===== src/hdl/cv3_pkg.sv =====
// ----------------------------------------------------------------------------
// cv3_pkg
// Shared constants, types and register codes for the 3x3 convolution filter.
// ----------------------------------------------------------------------------
`default_nettype none

package cv3_pkg;

  // line store depth and the widths that follow from it
  localparam int MAX_WIDTH = 2048;
  localparam int COL_W     = $clog2(MAX_WIDTH);
  localparam int PIX_W     = 8;
  localparam int LW_W      = 12;
  localparam int CMP_W     = ((COL_W > LW_W) ? COL_W : LW_W) + 1;

  // kernel arithmetic
  localparam int SUM_W = 13;
  localparam logic signed [SUM_W-1:0] SOBEL_OFFSET = SUM_W'(127);
  localparam logic signed [SUM_W-1:0] PIX_MAX      = SUM_W'(255);

  // configuration registers
  localparam int CFG_IDX_W = 1;
  localparam logic [CFG_IDX_W-1:0] REG_LINE_WIDTH  = 1'd0;
  localparam logic [CFG_IDX_W-1:0] REG_KERNEL_MODE = 1'd1;
  localparam logic [LW_W-1:0]      LW_RESET        = 12'd640;
  localparam logic MODE_SOBEL   = 1'b0;
  localparam logic MODE_SHARPEN = 1'b1;

  // rows seen in the current run, saturating
  localparam logic [1:0] ROWS_FULL = 2'd2;

  // output queue
  localparam int FIFO_DEPTH = 4;
  localparam int PTR_W      = $clog2(FIFO_DEPTH);
  localparam int CNT_W      = $clog2(FIFO_DEPTH + 1);

  typedef logic [PIX_W-1:0] pix_t;
  typedef logic [COL_W-1:0] col_t;

  // one entry of the line store: rows one and two above
  typedef struct packed {
    pix_t above;
    pix_t two_above;
  } line_word_t;

  // controls of the item in the working stage
  typedef struct packed {
    logic       first_col;
    logic       last;
    logic       pad;
    logic [1:0] rows;
    pix_t       px;
  } s1_ctl_t;

  // one output word
  typedef struct packed {
    pix_t pixel;
    logic run_last;
    logic frame_end;
  } result_t;

endpackage

`default_nettype wire


===== src/hdl/cv3_window.sv =====
// ----------------------------------------------------------------------------
// cv3_window
// 3x3 neighbourhood register and the two kernel evaluations per pixel.
// ----------------------------------------------------------------------------
`default_nettype none

module cv3_window (
  input  wire logic                clk,
  input  wire logic                fire,
  input  wire cv3_pkg::s1_ctl_t    ctl,
  input  wire cv3_pkg::line_word_t col_word,
  input  wire logic                kernel_mode,
  output cv3_pkg::result_t         res0,
  output cv3_pkg::result_t         res1,
  output logic [1:0]               res_count
);
  import cv3_pkg::*;

  typedef pix_t win_t [3][3];

  win_t window;
  win_t window_next;
  win_t edge_win;
  pix_t pix_main;
  pix_t pix_edge;
  logic have_rows;
  logic give_main;
  logic give_edge;

  function automatic logic signed [SUM_W-1:0] ext(input pix_t p);
    ext = $signed({{(SUM_W-PIX_W){1'b0}}, p});
  endfunction

  function automatic pix_t kernel_eval(input win_t w, input logic mode);
    logic signed [SUM_W-1:0] s;
    if (mode == MODE_SOBEL) begin
      s = SOBEL_OFFSET + ext(w[0][0]) + ext(w[2][0]) + (ext(w[1][0]) <<< 1)
          - ext(w[0][2]) - ext(w[2][2]) - (ext(w[1][2]) <<< 1);
    end else begin
      s = (ext(w[1][1]) <<< 3) + ext(w[1][1])
          - ext(w[0][0]) - ext(w[0][1]) - ext(w[0][2])
          - ext(w[1][0]) - ext(w[1][2])
          - ext(w[2][0]) - ext(w[2][1]) - ext(w[2][2]);
    end
    if (s < 0) begin
      kernel_eval = '0;
    end else if (s > PIX_MAX) begin
      kernel_eval = PIX_MAX[PIX_W-1:0];
    end else begin
      kernel_eval = s[PIX_W-1:0];
    end
  endfunction

  // shift the window left and bring in the new column; clear at row start
  always_comb begin
    for (int r = 0; r < 3; r++) begin
      window_next[r][0] = ctl.first_col ? '0 : window[r][1];
      window_next[r][1] = ctl.first_col ? '0 : window[r][2];
    end
    window_next[0][2] = ctl.rows[1] ? col_word.two_above : '0;
    window_next[1][2] = (|ctl.rows) ? col_word.above : '0;
    window_next[2][2] = ctl.px;
    for (int r = 0; r < 3; r++) begin
      edge_win[r][0] = window_next[r][1];
      edge_win[r][1] = window_next[r][2];
      edge_win[r][2] = '0;
    end
  end

  always_ff @(posedge clk) begin
    if (fire) begin
      window <= window_next;
    end
  end

  // evaluate the centre result and, at row end, the right border result
  assign pix_main  = kernel_eval(window_next, kernel_mode);
  assign pix_edge  = kernel_eval(edge_win, kernel_mode);
  assign have_rows = |ctl.rows;
  assign give_main = have_rows && !ctl.first_col;
  assign give_edge = have_rows && ctl.last;

  // pack the words in order, the last one carrying the end marks
  always_comb begin
    res1.pixel     = pix_edge;
    res1.run_last  = 1'b1;
    res1.frame_end = ctl.pad;
    if (give_main) begin
      res0.pixel     = pix_main;
      res0.run_last  = !give_edge;
      res0.frame_end = 1'b0;
    end else begin
      res0 = res1;
    end
    res_count = {1'b0, give_main} + {1'b0, give_edge};
  end

endmodule

`default_nettype wire


===== config.mk =====
export PLATFORM = sky130hd
export DESIGN_NAME = cv3_window
export DESIGN_NICKNAME = d
export VERILOG_FILES = /design/src/hdl/cv3_pkg.sv /design/src/hdl/cv3_window.sv
export SDC_FILE = /design/constraint.sdc
export NUM_CORES = 1
export LEC_CHECK = 0
export ABC_AREA = 0
export BUFFER_PORTS_ARGS = -buffer_cell sky130_fd_sc_hd__clkbuf_2
export CORE_MARGIN = 2
export CORE_UTILIZATION = 25
export DETAILED_ROUTE_END_ITERATION = 10
export SYNTH_ARGS = -nofsm -noshare
export SYNTH_HDL_FRONTEND = slang
export SYNTH_SLANG_ARGS = --single-unit

===== constraint.sdc =====
create_clock -name clk -period 43.9 [get_ports clk]
set_clock_uncertainty 0.05 [all_clocks]
set_input_delay 13.17 -clock clk [delete_from_list [all_inputs] [get_ports clk]]
set_output_delay 13.17 -clock clk [all_outputs]
set_load 0.03 [all_outputs]

==> metrics.txt <==
CTS buffer count=5; PortBufs=between 50 and 60; Seq/Total Area, Yosys=0.176; Biggest register=window; WHS Path Cells=2; maximum capacitance violations=0; Post-synth EDFFs=48; post-synthesis register bit count=48; number of global-route vias before repair=6350; H-Tree Depth=2; hold_buf cts=0; Residual DRC=0; routed wire length=20900 µm; top cell type's share of synthesized area=0.276; top flop regs=window: 48 flops; RSZ-0062 raised after global routing=no; period utilization=0.745; non-filler cells in the finished layout=1338; hold_sp=window[3]$_DFFE_PP_; Cells after Synth=853; CP Data Required Time=~31 ns; GP Congestion=0.882; row count=66; maximum clock rate=~31 MHz; final setup TNS=0 ns; # placed instances=1331; Starting Density=0.253; worst slew pin tran=0.699 ns; width of the die=185 µm; Area Overhead vs Synth=10.7%; FFs w/ async S/R, synth=0; 1st-pass router iterations=5; Worst R2R Start=window[24]$_DFFE_PP_; DR iter-0 viols=317; final worst slack=11.21 ns; largest net degree at the start of global routing=between 50 and 60; final-report hold violation count=0; cell taking the most area after synthesis=fa_1; Top-Level Pins=54; Hold Crit Class=reg -> reg; final core utilization=0.280; synth top area cells=fa_1, edfxtp_1, ha_1, inv_1, xnor2_1; endpoints failing setup=0; worst hold endpoint=window[11]$_DFFE_PP_; category of the worst setup path launch point=primary input; WP data arrival=roughly 20 ns; critical path endpoint category=output pin; Syn Nets=1097; Tmin final=32.69 ns; # Post-CTS Setup Buffers=0; Longest Clk Path Bufs=2; setup slack after placement=11.22 ns; CTS tree=built; DRT antenna net count=0; synthesized cell area=about 8200 µm²; worst vdd ir=0.0000453 V; CTS resizes=0; P per Cell Area=76.3 nW/µm²; overall power=693 µW; first-pass GRT wire length=33900 µm; RR Endpoint=window[32]$_DFFE_PP_; Reg clk slew, reported paths=around 0.070 ns; Critical Path Fanout Max=10; DR vias=5837; Net count, final=1140; max reg flops=48; static leakage=4.31 nW; syn_area_per_cell=9.61 µm²; Rel. slew slack=0.534; Net Sw Power=roughly 370 µW; layout cells sized above 1=0.0815; initial antenna violation count=0; DP HPWL=~18000 µm; Synth Flop Type=edfxtp_1; CTS Sinks=48; Antenna diodes=0; via-per-instance ratio=4.36; status=completed; WL per Instance=15.6 µm; flop2flop setup slack=between 40 and 50 ns; sw frac=0.533; Clock power frac=0.055; grt ovf=0; r2r worst-path depth=2; critical setup path kind=in -> out; CORE AREA=32500 µm²; Comb power frac=0.865; clock insertion delay at the later pin of the skew report=0.29 ns; Die Ht=185 µm; Slew Viols, Final=0; Syn. warnings=0; Cell Int Power=324 µW; post-synthesis cell type count=63; Die ar.=around 34000 µm²; global-route usage over all layers=0.129; register share of total power=0.080; CTS root buf=clkbuf_16
-- logic make-up (layout without fill, tap and decap cells) --
family	after synthesis	count (layout)	synth area share
AO/OA/AOI/OAI	133	133	0.111
AND/OR/NAND/NOR	193	193	0.125
multiplexers	6	6	0.00732
flip-flops	48	48	0.176
adder cells (fa/ha/maj)	213	213	0.428
buffers and inverters	206	249	0.0960
other	1	1	0.000457
XOR/XNOR	53	53	0.0566
-- worst max-delay path by stage --
stage / from / to / cells past startpoint
after floorplan: ctl[12] / res0[9] / 23
after global placement: ctl[9] / res0[9] / 20
after detailed placement: ctl[9] / res0[9] / 22
after CTS: ctl[9] / res0[9] / 22
after global routing: ctl[9] / res0[9] / 22
final: ctl[9] / res0[9] / 22
-- synthesized netlist by cell type (all sizes together), types with 15 or more instances --
cell type and n:
o21ai 23, ha 99, nand2 30, xnor2 38, nor2 47, nand2b 44, nor2b 24, xor2 15
inv 188, a21oi 36, fa 113, edfxtp 48
-- worst max-delay path: stages --
cell and delay (ns):
clkbuf_2 0.21, or2_2 0.48, nand2_1 0.25, inv_1 0.13, fa_1 0.57, fa_1 0.44
fa_1 0.55, inv_1 0.06, fa_1 0.53, inv_1 0.05, fa_1 0.49, inv_1 0.04
ha_1 0.34, a211o_1 0.32, a21oi_1 0.22, a211oi_2 0.11, or4_1 0.48, nand3_1 0.11
nor4b_2 0.06, o32ai_2 0.45, or3_1 0.19, clkbuf_2 0.19
-- layout make-up --
| class | count | area [µm²] |
|---|---|---|
| clock buffer | 5 | 125 |
| inverter | 188 | 706 |
| sequential | 48 | 1440 |
| timing repair buffer | 54 | 275 |
| multi-input combinational | 599 | 5970 |
| tap | 442 | 553 |
| clock inverter | 2 | 7.51 |
| fill | 3442 | 23400 |
-- power by group through the flow --
stage	Clock [mW]	Combinational (mW)	Sequential, mW
after floorplan	0	0.459	0.0560
after global placement	0	0.589	0.0562
after detailed placement	0	0.595	0.0563
after CTS	0.0391	0.600	0.0553
after global routing	0.0405	0.676	0.0556
final	0.0381	0.600	0.0552
-- layout by cell type (no fill, tap or decap), drive strengths merged, types with 15 or more instances in the layout --
cell type	netlist	routed
inv	188	188
fa	113	113
ha	99	99
clkbuf	12	57
edfxtp	48	48
nor2	47	47
nand2b	44	44
xnor2	38	38
a21oi	36	36
nand2	30	30
nor2b	24	24
o21ai	23	23
xor2	15	15
-- per-stage QoR --
step | instance area [µm²] | hold slack [ns]
final | 9080 | 0.646
after global placement | 8950 | 0.623
after detailed placement | 8950 | 0.624
after CTS | 9080 | 0.643
after floorplan | 8200 | 0.535
after global routing | 9080 | 0.704
-- per-layer routing --
metal | routed length, µm | track usage | vias up | part of all wire
li1 | - | - | 2819 | -
met1 | 9450 | 0.167 | 2867 | 0.45
met2 | 10100 | 0.224 | 118 | 0.48
met3 | 765 | 0.0201 | 33 | 0.037
met4 | 616 | 0.0337 | 0 | 0.029
met5 | 0 | 0 | - | 0
Power figures use the tool's default switching activity.
