### src/hdl/cv3_pkg.sv
// ----------------------------------------------------------------------------
// cv3_pkg
// Shared constants, types and register codes for the 3x3 convolution filter.
// ----------------------------------------------------------------------------
`default_nettype none

package cv3_pkg;

  // line store depth and the widths that follow from it
  localparam int MAX_WIDTH = 2048;
  localparam int COL_W     = $clog2(MAX_WIDTH);
  localparam int PIX_W     = 8;
  localparam int LW_W      = 12;
  localparam int CMP_W     = ((COL_W > LW_W) ? COL_W : LW_W) + 1;

  // kernel arithmetic
  localparam int SUM_W = 13;
  localparam logic signed [SUM_W-1:0] SOBEL_OFFSET = SUM_W'(127);
  localparam logic signed [SUM_W-1:0] PIX_MAX      = SUM_W'(255);

  // configuration registers
  localparam int CFG_IDX_W = 1;
  localparam logic [CFG_IDX_W-1:0] REG_LINE_WIDTH  = 1'd0;
  localparam logic [CFG_IDX_W-1:0] REG_KERNEL_MODE = 1'd1;
  localparam logic [LW_W-1:0]      LW_RESET        = 12'd640;
  localparam logic MODE_SOBEL   = 1'b0;
  localparam logic MODE_SHARPEN = 1'b1;

  // rows seen in the current run, saturating
  localparam logic [1:0] ROWS_FULL = 2'd2;

  // output queue
  localparam int FIFO_DEPTH = 4;
  localparam int PTR_W      = $clog2(FIFO_DEPTH);
  localparam int CNT_W      = $clog2(FIFO_DEPTH + 1);

  typedef logic [PIX_W-1:0] pix_t;
  typedef logic [COL_W-1:0] col_t;

  // one entry of the line store: rows one and two above
  typedef struct packed {
    pix_t above;
    pix_t two_above;
  } line_word_t;

  // controls of the item in the working stage
  typedef struct packed {
    logic       first_col;
    logic       last;
    logic       pad;
    logic [1:0] rows;
    pix_t       px;
  } s1_ctl_t;

  // one output word
  typedef struct packed {
    pix_t pixel;
    logic run_last;
    logic frame_end;
  } result_t;

endpackage

`default_nettype wire

### src/hdl/cv3_out_fifo.sv
// ----------------------------------------------------------------------------
// cv3_out_fifo
// Small result queue: takes up to two words a cycle, gives one.
// ----------------------------------------------------------------------------
`default_nettype none

module cv3_out_fifo (
  input  wire logic             clk,
  input  wire logic             rst,
  input  wire logic [1:0]       push_count,
  input  wire cv3_pkg::result_t push0,
  input  wire cv3_pkg::result_t push1,
  input  wire logic             pop,
  output cv3_pkg::result_t      head,
  output logic                  not_empty,
  output logic                  room2
);
  import cv3_pkg::*;

  result_t            slots [FIFO_DEPTH];
  logic [PTR_W-1:0]   wr_ptr;
  logic [PTR_W-1:0]   rd_ptr;
  logic [CNT_W-1:0]   count;
  logic [PTR_W-1:0]   wr_ptr_plus1;

  assign wr_ptr_plus1 = wr_ptr + PTR_W'(1);

  // store incoming words
  always_ff @(posedge clk) begin
    if (push_count != 2'd0) begin
      slots[wr_ptr] <= push0;
    end
    if (push_count == 2'd2) begin
      slots[wr_ptr_plus1] <= push1;
    end
  end

  // advance pointers and occupancy
  always_ff @(posedge clk) begin
    if (rst) begin
      wr_ptr <= '0;
      rd_ptr <= '0;
      count  <= '0;
    end else begin
      wr_ptr <= wr_ptr + PTR_W'(push_count);
      rd_ptr <= rd_ptr + PTR_W'(pop);
      count  <= count + CNT_W'(push_count) - CNT_W'(pop);
    end
  end

  assign head      = slots[rd_ptr];
  assign not_empty = (count != '0);
  assign room2     = (count <= CNT_W'(FIFO_DEPTH - 2));

endmodule

`default_nettype wire

### config.mk
export PLATFORM = sky130hd
export DESIGN_NAME = cv3_out_fifo
export DESIGN_NICKNAME = d
export VERILOG_FILES = /design/src/hdl/cv3_pkg.sv /design/src/hdl/cv3_out_fifo.sv
export SDC_FILE = /design/constraint.sdc
export NUM_CORES = 1
export LEC_CHECK = 0
export ABC_AREA = 1
export BUFFER_PORTS_ARGS = -buffer_cell sky130_fd_sc_hd__buf_4
export CORE_UTILIZATION = 35
export DETAILED_ROUTE_END_ITERATION = 8
export HOLD_SLACK_MARGIN = 0.06
export SYNTH_ARGS = -nofsm -noshare
export SYNTH_HDL_FRONTEND = slang
export SYNTH_SLANG_ARGS = --single-unit
### constraint.sdc
create_clock -name clk -period 2.4 [get_ports clk]
set_input_delay 0.24 -clock clk [delete_from_list [all_inputs] [get_ports clk]]
set_output_delay 0.24 -clock clk [all_outputs]
set_load 0.05 [all_outputs]
==> reports/metrics.yaml, run 1 <==
pwr:
  vdd_drop_max_v: 0.000267
  p_leak_nw: 1.36
  power-per-cell-area_nw_per_um2: 687
  total_power_mw: 2.11
worst_setup_path:
  cpLargestDelayFamily: "compound AO/OA/AOI/OAI gates"
  worstReg2RegStart: "wr_ptr[0]"
  cp_max_fo: 7
  rrSetupSlack_ns: 0.56
  end_kind: "flop"
  r2r_end: "slots[0][3]"
  worstPathArrival_ns: 1.84
  required_ns: 2.41
  reg2reg_depth: 2
  worst-setup-path-type: "flop to flop"
  crit_path_top_delay_cell: "o31ai_1"
  setup.worst_path.start_class: "flop"
  setup.worst_path.start: "wr_ptr[0]"
  slowest_delay_ns: 0.87
  path_buf_inv: 1
  worstPathCellList: "o31ai_1 -> buf_4"
detailed_routing:
  drt_iter0_drc: 81
  firstDrtPassIters: 4
  drt-total-wl_um: 5280
  route.detailed.drc: 0
  avgRoutedWirePerCell_um: 12.8
  ant_nets: 0
  routed_via_density: 4.57
  num_vias: 1894
place:
  dp_hpwl_um: 3800
  dp_cells: 408
  gp_congestion: 0.730
  preCtsSetupSlack_ns: 0.557
  place_area_um2: 2990
  port_buffers: 36
status:
  outcome: "finished clean"
timing:
  maxSlewHeadroom: 0.322
  setup-tns-final_ns: 0
  rsz0062_at_grt: "no"
  slew_violations: 0
  hold_slack_ns: 0.163
  tightest_slew_ns: 1.01
  period_needed_ns: 1.84
  period_share: 0.765
  skew_ns: 0.00307
  finalHoldViolCount: 0
  fmax_mhz: 545
  fin_ws_ns: 0.565
  setup_viol: 0
floorplanning:
  io_pins: 37
  dieArea_um2: 7890
  die_w_um: 88.9
  rows: 31
  coreArea_um2: 7250
  chipHeight_um: 88.9
  initial_core_util: 0.364
global_routing:
  grt_pass1_vias: 1815
  grt_use_total: 0.151
  grt_pass1_wl_um: 8740
  grt_max_degree: 41
  grt-ovfl-total: 0
  grt_antenna_before_repair: 0
yosys:
  synth_fp_nets: 308
  avgSynthCellArea_um2: 9.53
  ys_seq_area_frac: 0.508
  synthCells: 277
  ys_types: 24
  ys_seq_elements: 47
  synth_top_area_frac: 0.455
  netlist_area_um2: 2640
  yosysWarnings: 0
  yosysTopAreaCell: "edfxtp_1"
  ys_top_cells_by_area: "edfxtp_1 45%, o21ai_2 13%, nand2_1 9.7%"
finish:
  final_cell_mix: "68 x nand2_1, 46 x buf_4, 42 x inv_1"
  num-nets-final: 347
  antenna_cells: 0
  postLayoutCellArea_um2: 3070
  mostFrequentLayoutCell: "nand2_1"
  instances_no_fill: 414
  fillCellCount: 759
  drive_above_1_share: 0.317
  utilization: 0.423
  layout-area-overhead-vs-synth_pct: 16.1
worst_hold_path:
  hp-start: "rst"
  min_delay_worst_endpoint: "count[1]"
  hold-path-cell-count: 2
  min_path_type: "input port to flop"
clock_network:
  ctsResizeCount: 0
  clk-insertion-delay-late_ns: 0.29
  cts_buffers: 5
  cts_root_buf: "clkbuf_8"
  post_cts.repair.setup_buffers: 0
  cts.sinks: 47
  ctsHtreeMaxLevel: 2
  clkTransAtPathRegs_ns: 0.08
  cts_tree: "yes"
  cts_buffer_depth: 2
  cts_hold_buf: 0
run:
  cap_violations: 0
[worst reg2reg max path, delay by kind of cell (launching register included)]
family / cells / cell delay [ns]
flops: 1 / 0.39
buf+inv: 1 / 0.29
compound gates: 1 / 0.87
[registers in the layout, summed over array words and instances (netlist names)]
register,count
count,3
slots,40
rd_ptr,2
wr_ptr,2
[layout make-up]
| class | instances | area [um^2] | share of cell area |
|---|---|---|---|
| Tap cell | 99 | 124 | 0.0404 |
| Timing Repair Buffer | 46 | 345 | 0.113 |
| Inverter | 45 | 169 | 0.0551 |
| Multi-Input combinational cell | 171 | 1010 | 0.331 |
| Sequential cell | 47 | 1340 | 0.438 |
| Clock buffer | 6 | 72.6 | 0.0237 |
[cell usage after synthesis (all sizes together)]
master / n
nand2: 72
o21ai: 51
inv: 45
edfxtp: 40
a21oi: 13
buf: 12
nor2: 11
o211ai: 10
dfxtp: 7
ha: 5
nand3: 3
o31ai: 3
clkbuf: 2
fa: 1
nand3b: 1
xnor2: 1
[metal layers]
layer / share of wire / vias up / routed length [um] / GRT usage
met5: 0 / - / 0 / 0
met4: 0.0040 / 0 / 21 / 0.0396
met3: 0.033 / 2 / 173 / 0.0345
met2: 0.49 / 36 / 2590 / 0.259
met1: 0.47 / 864 / 2500 / 0.192
li1: - / 992 / - / -
[power by group]
part | total (mW) | switching (mW) | internal [mW]
Sequential | 1.02 | 0.0359 | 0.982
Clock | 0.441 | 0.246 | 0.195
Combinational | 0.648 | 0.431 | 0.217
Total | 2.11 | 0.713 | 1.39
[worst max path at each step]
stage                  endpoint  slack [ns]  cells past startpoint
finish              slots[0][3]        0.56                      2
global route            head[1]        0.47                      4
CTS                     head[8]        0.56                      4
detailed placement  slots[0][8]        0.56                      4
global placement    slots[0][3]        0.56                      4
floorplan           slots[1][0]        0.66                      2
[cell families (layout without fill, tap and decap cells)]
| group | Yosys count | count (layout) | synth area share |
|---|---|---|---|
| fa+ha+maj | 6 | 6 | 0.0313 |
| compound gates | 77 | 77 | 0.215 |
| simple gates | 87 | 87 | 0.134 |
| buf+inv | 59 | 97 | 0.108 |
| xor+xnor | 1 | 1 | 0.00332 |
| flops | 47 | 47 | 0.508 |
Note: power is estimated with default switching activity, not from simulation.
==> run 2, diff against run 1 <==
Settings changed: ABC_AREA 1 to 0.
Clock period 2.4 ns to 1.86 ns, I/O delays scaled along.
==> run 2 against run 1 <==
Effect of this change:
- flip-flop and latch count is the same
- sequential power grew 31%
- combinational power grew 35%
- utilization grew 2.6 points
- synthesized cell count shrank 50%
- worst setup slack lost 0.49 ns
- first-iteration DRC count shrank 43%
- highest routed layer unchanged
==> reports/metrics.yaml, run 2 <==
pwr:
  power-per-cell-area_nw_per_um2: 1010  # +46%
  p_leak_nw: 1.22  # -9.9%
  cellInternalPower_mw: 2.22  # +59%
  netSwitchingPower_uw: 883  # +24%
  comb_power_share: 0.282  # -0.026
  swShare: 0.285  # -0.0537
  power_frac_clock: 0.286  # +0.077
  seqPwrFrac: 0.432  # -0.051
  vdd_drop_max_v: 0.000637  # +140%
place:
  dp_hpwl_um: 3340  # -12%
  place_area_um2: 2950  # -1.5%
  port_buffers: 36  # unchanged
  gp_congestion: 0.684  # -6.2%
  dp_cells: 276  # -32%
floorplanning:
  io_pins: 37  # unchanged
  rows: 30  # -3.2%
  die_w_um: 86.7  # -2.4%
  dieArea_um2: 7520  # -4.8%
  initial_core_util: 0.366  # +0.00159
  coreArea_um2: 6870  # -5.3%
  chipHeight_um: 86.7  # -2.4%
yosys:
  synthFlopType: "edfxtp_1"
  netlist_area_um2: 2510  # -4.9%
  synthCells: 139  # -50%
  yosys-top-cells-count: "40 x edfxtp_1, 28 x mux2_4, 10 x mux2_1, 10 x mux4_2, 7 x dfxtp_1"
  ys_types: 27  # +13%
  synth_top_area_frac: 0.478  # +0.0233
  synth_fp_nets: 170  # -45%
  yosysTopAreaCell: "edfxtp_1"
  yosysWarnings: 0  # unchanged
  async_reset_ff_frac: 0  # unchanged
  synth_most_common_cell: "edfxtp_1"
  ys_seq_elements: 47  # unchanged
  ys_seq_area_frac: 0.534  # +0.0261
  avgSynthCellArea_um2: 18.1  # +90%
  ys_top_cells_by_area: "edfxtp_1 48%, mux2_4 17%, mux4_2 9.0%"
  synth_edf_count: 40  # unchanged
finish:
  postLayoutCellArea_um2: 3080  # +0.45%
  fillCellCount: 599  # -21%
  mostFrequentLayoutCell: "buf_4"
  antenna_cells: 0  # unchanged
  layout-area-overhead-vs-synth_pct: 22.6
  multi_input_area_um2: 1090  # +7.2%
  num-nets-final: 218  # -37%
  top_regs: "slots x40, count x3"
  final_cell_mix: "48 x buf_4, 40 x edfxtp_1, 28 x mux2_4"
  drive_above_1_share: 0.532  # +0.214
  instances_no_fill: 284  # -31%
  largest_reg_flops: 40  # unchanged
  largest-register: "slots"
  utilization: 0.448  # +0.0256
  seqCellArea_um2: 1340  # unchanged
timing:
  period_needed_ns: 1.79
  setup_viol: 0  # unchanged
  period_share: 0.962
  fmax_mhz: 559
  finalHoldViolCount: 0  # unchanged
  skew_ns: 0.00520  # +0.00213 ns
  maxSlewHeadroom: 0.754  # +0.432
  tightest_slew_ns: 0.369  # -0.640 ns
  rsz0062_at_grt: "no"
  slew_violations: 0  # unchanged
  setup-tns-final_ns: 0  # unchanged
  hold_slack_ns: 0.101  # -0.0620 ns
global_routing:
  grt_max_degree: 15  # -63%
  grt_pass1_wl_um: 7510  # -14%
  grt_pass1_vias: 1415  # -22%
  grt-ovfl-total: 0  # unchanged
  grt_antenna_before_repair: 0  # unchanged
  grt_use_total: 0.137  # -0.0137
worst_setup_path:
  worstPathCellList: "buf_12 -> mux4_2 -> buf_4"
  required_ns: 1.67  # -0.74 ns
  r2r_end: "count[2]"
  slowest_delay_ns: 0.53  # -0.34 ns
  rrSetupSlack_ns: 0.19  # -0.37 ns
  cp_max_fo: 10  # +3
  path_buf_inv: 2  # +1
  worstReg2RegStart: "count[0]"
  end_kind: "output pin"
  crit_path_top_delay_cell: "mux4_2"
  worstPathArrival_ns: 1.60  # -0.24 ns
  worst-setup-path-type: "flop to output pin"
  reg2reg_depth: 8  # +6
  cpLargestDelayFamily: "multiplexers"
  setup.worst_path.start_class: "flop"
worst_hold_path:
  min_delay_worst_endpoint: "rd_ptr[1]"
  min_path_type: "input port to flop"
  hp-start: "rst"
  hold-path-cell-count: 2  # unchanged
detailed_routing:
  num_vias: 1365  # -28%
  ant_nets: 0  # unchanged
  routed_via_density: 4.81  # +5.1%
  firstDrtPassIters: 4  # unchanged
  avgRoutedWirePerCell_um: 16.7  # +31%
  drt-total-wl_um: 4750  # -10%
  route.detailed.drc: 0  # unchanged
  drt_iter0_drc: 46  # -43%
clock_network:
  cts_tree: "yes"
  cts_root_buf: "clkbuf_8"
  clk-insertion-delay-late_ns: 0.30  # about the same
  cts_buffers: 5  # unchanged
  ctsResizeCount: 0  # unchanged
  clkTransAtPathRegs_ns: 0.08  # about the same
  cts.sinks: 47  # unchanged
  cts_buffer_depth: 2  # unchanged
  post_cts.repair.setup_buffers: 0  # unchanged
  cts_hold_buf: 0  # unchanged
  ctsHtreeMaxLevel: 2  # unchanged
status:
  outcome: "finished clean"
run:
  cap_violations: 0  # unchanged
run 2: cell count changes in the layout (fill, tap and decap cells not counted), moves of 4 or more:
cell	change
nand2_1	-68
nor2b_1	+4
inv_1	-37
mux4_2	+10
nand2_2	-4
mux2_1	+10
a21oi_1	-12
o21ai_0	-10
o21ai_2	-40
mux2_4	+28
o211ai_1	-10
run 2: power by group through the flow:
| stage | combinational [mW] | clock, mW | sequential (mW) |
|---|---|---|---|
| after floorplan | 0.626 | 0 | 1.34 |
| after global placement | 0.859 | 0 | 1.36 |
| after detailed placement | 0.881 | 0 | 1.36 |
| after CTS | 0.884 | 0.897 | 1.34 |
| after global routing | 0.921 | 0.947 | 1.35 |
| final | 0.874 | 0.885 | 1.34 |
run 2: per-layer routing:
layer	wire, um	global-route usage	vias up
met5	0	0	-
met4	65	0.0455	0
met3	219	0.0371	6
met2	2380	0.234	31
met1	2080	0.169	692
li1	-	-	636
run 2: per-stage QoR:
stage          setup slack (ns)  total power, mW
2_1_floorplan             0.166             1.96
3_3_place_gp              0.274             2.21
3_5_place_dp              0.171             2.25
4_1_cts                  0.0553             3.12
5_1_grt                 0.00285             3.22
6_report                 0.0712             3.10
run 2: final cells by class:
class | instances | area share
sequential | 47 | 0.436
multi-input combinational | 79 | 0.353
timing repair buffer | 49 | 0.124
tap | 96 | 0.0390
clock buffer | 6 | 0.0236
clock inverter | 2 | 0.0195
inverter | 5 | 0.00610
run 2: cells by family (layout without fill, tap and decap cells):
| logic type | Yosys count | in the layout | synth area share |
|---|---|---|---|
| mux | 51 | 51 | 0.315 |
| flops | 47 | 47 | 0.534 |
| simple gates | 15 | 15 | 0.0473 |
| buf+inv | 13 | 62 | 0.0369 |
| fa+ha+maj | 6 | 6 | 0.0329 |
| compound gates | 4 | 4 | 0.0120 |
| xor+xnor | 3 | 3 | 0.0219 |
run 2: worst register-to-register path, cell delays in order, from the launching register on:
cell	delay [ns]
dfxtp_1	0.36
inv_1	0.05
ha_1	0.28
inv_1	0.06
ha_1	0.13
inv_1	0.05
fa_1	0.37
xor3_1	0.19
nor2_1	0.11
run 2: worst max path at each step:
stage	from	endpoint	slack, ns	cells after the start
floorplan	wr_ptr[1]	slots[0][0]	0.17	2
global placement	wr_ptr[1]	slots[3][6]	0.27	3
detailed placement	count[0]	count[2]	0.17	8
CTS	rd_ptr[0]	head[9]	0.06	3
global route	rd_ptr[0]	head[9]	0.003	3
finish	rd_ptr[0]	head[9]	0.07	3
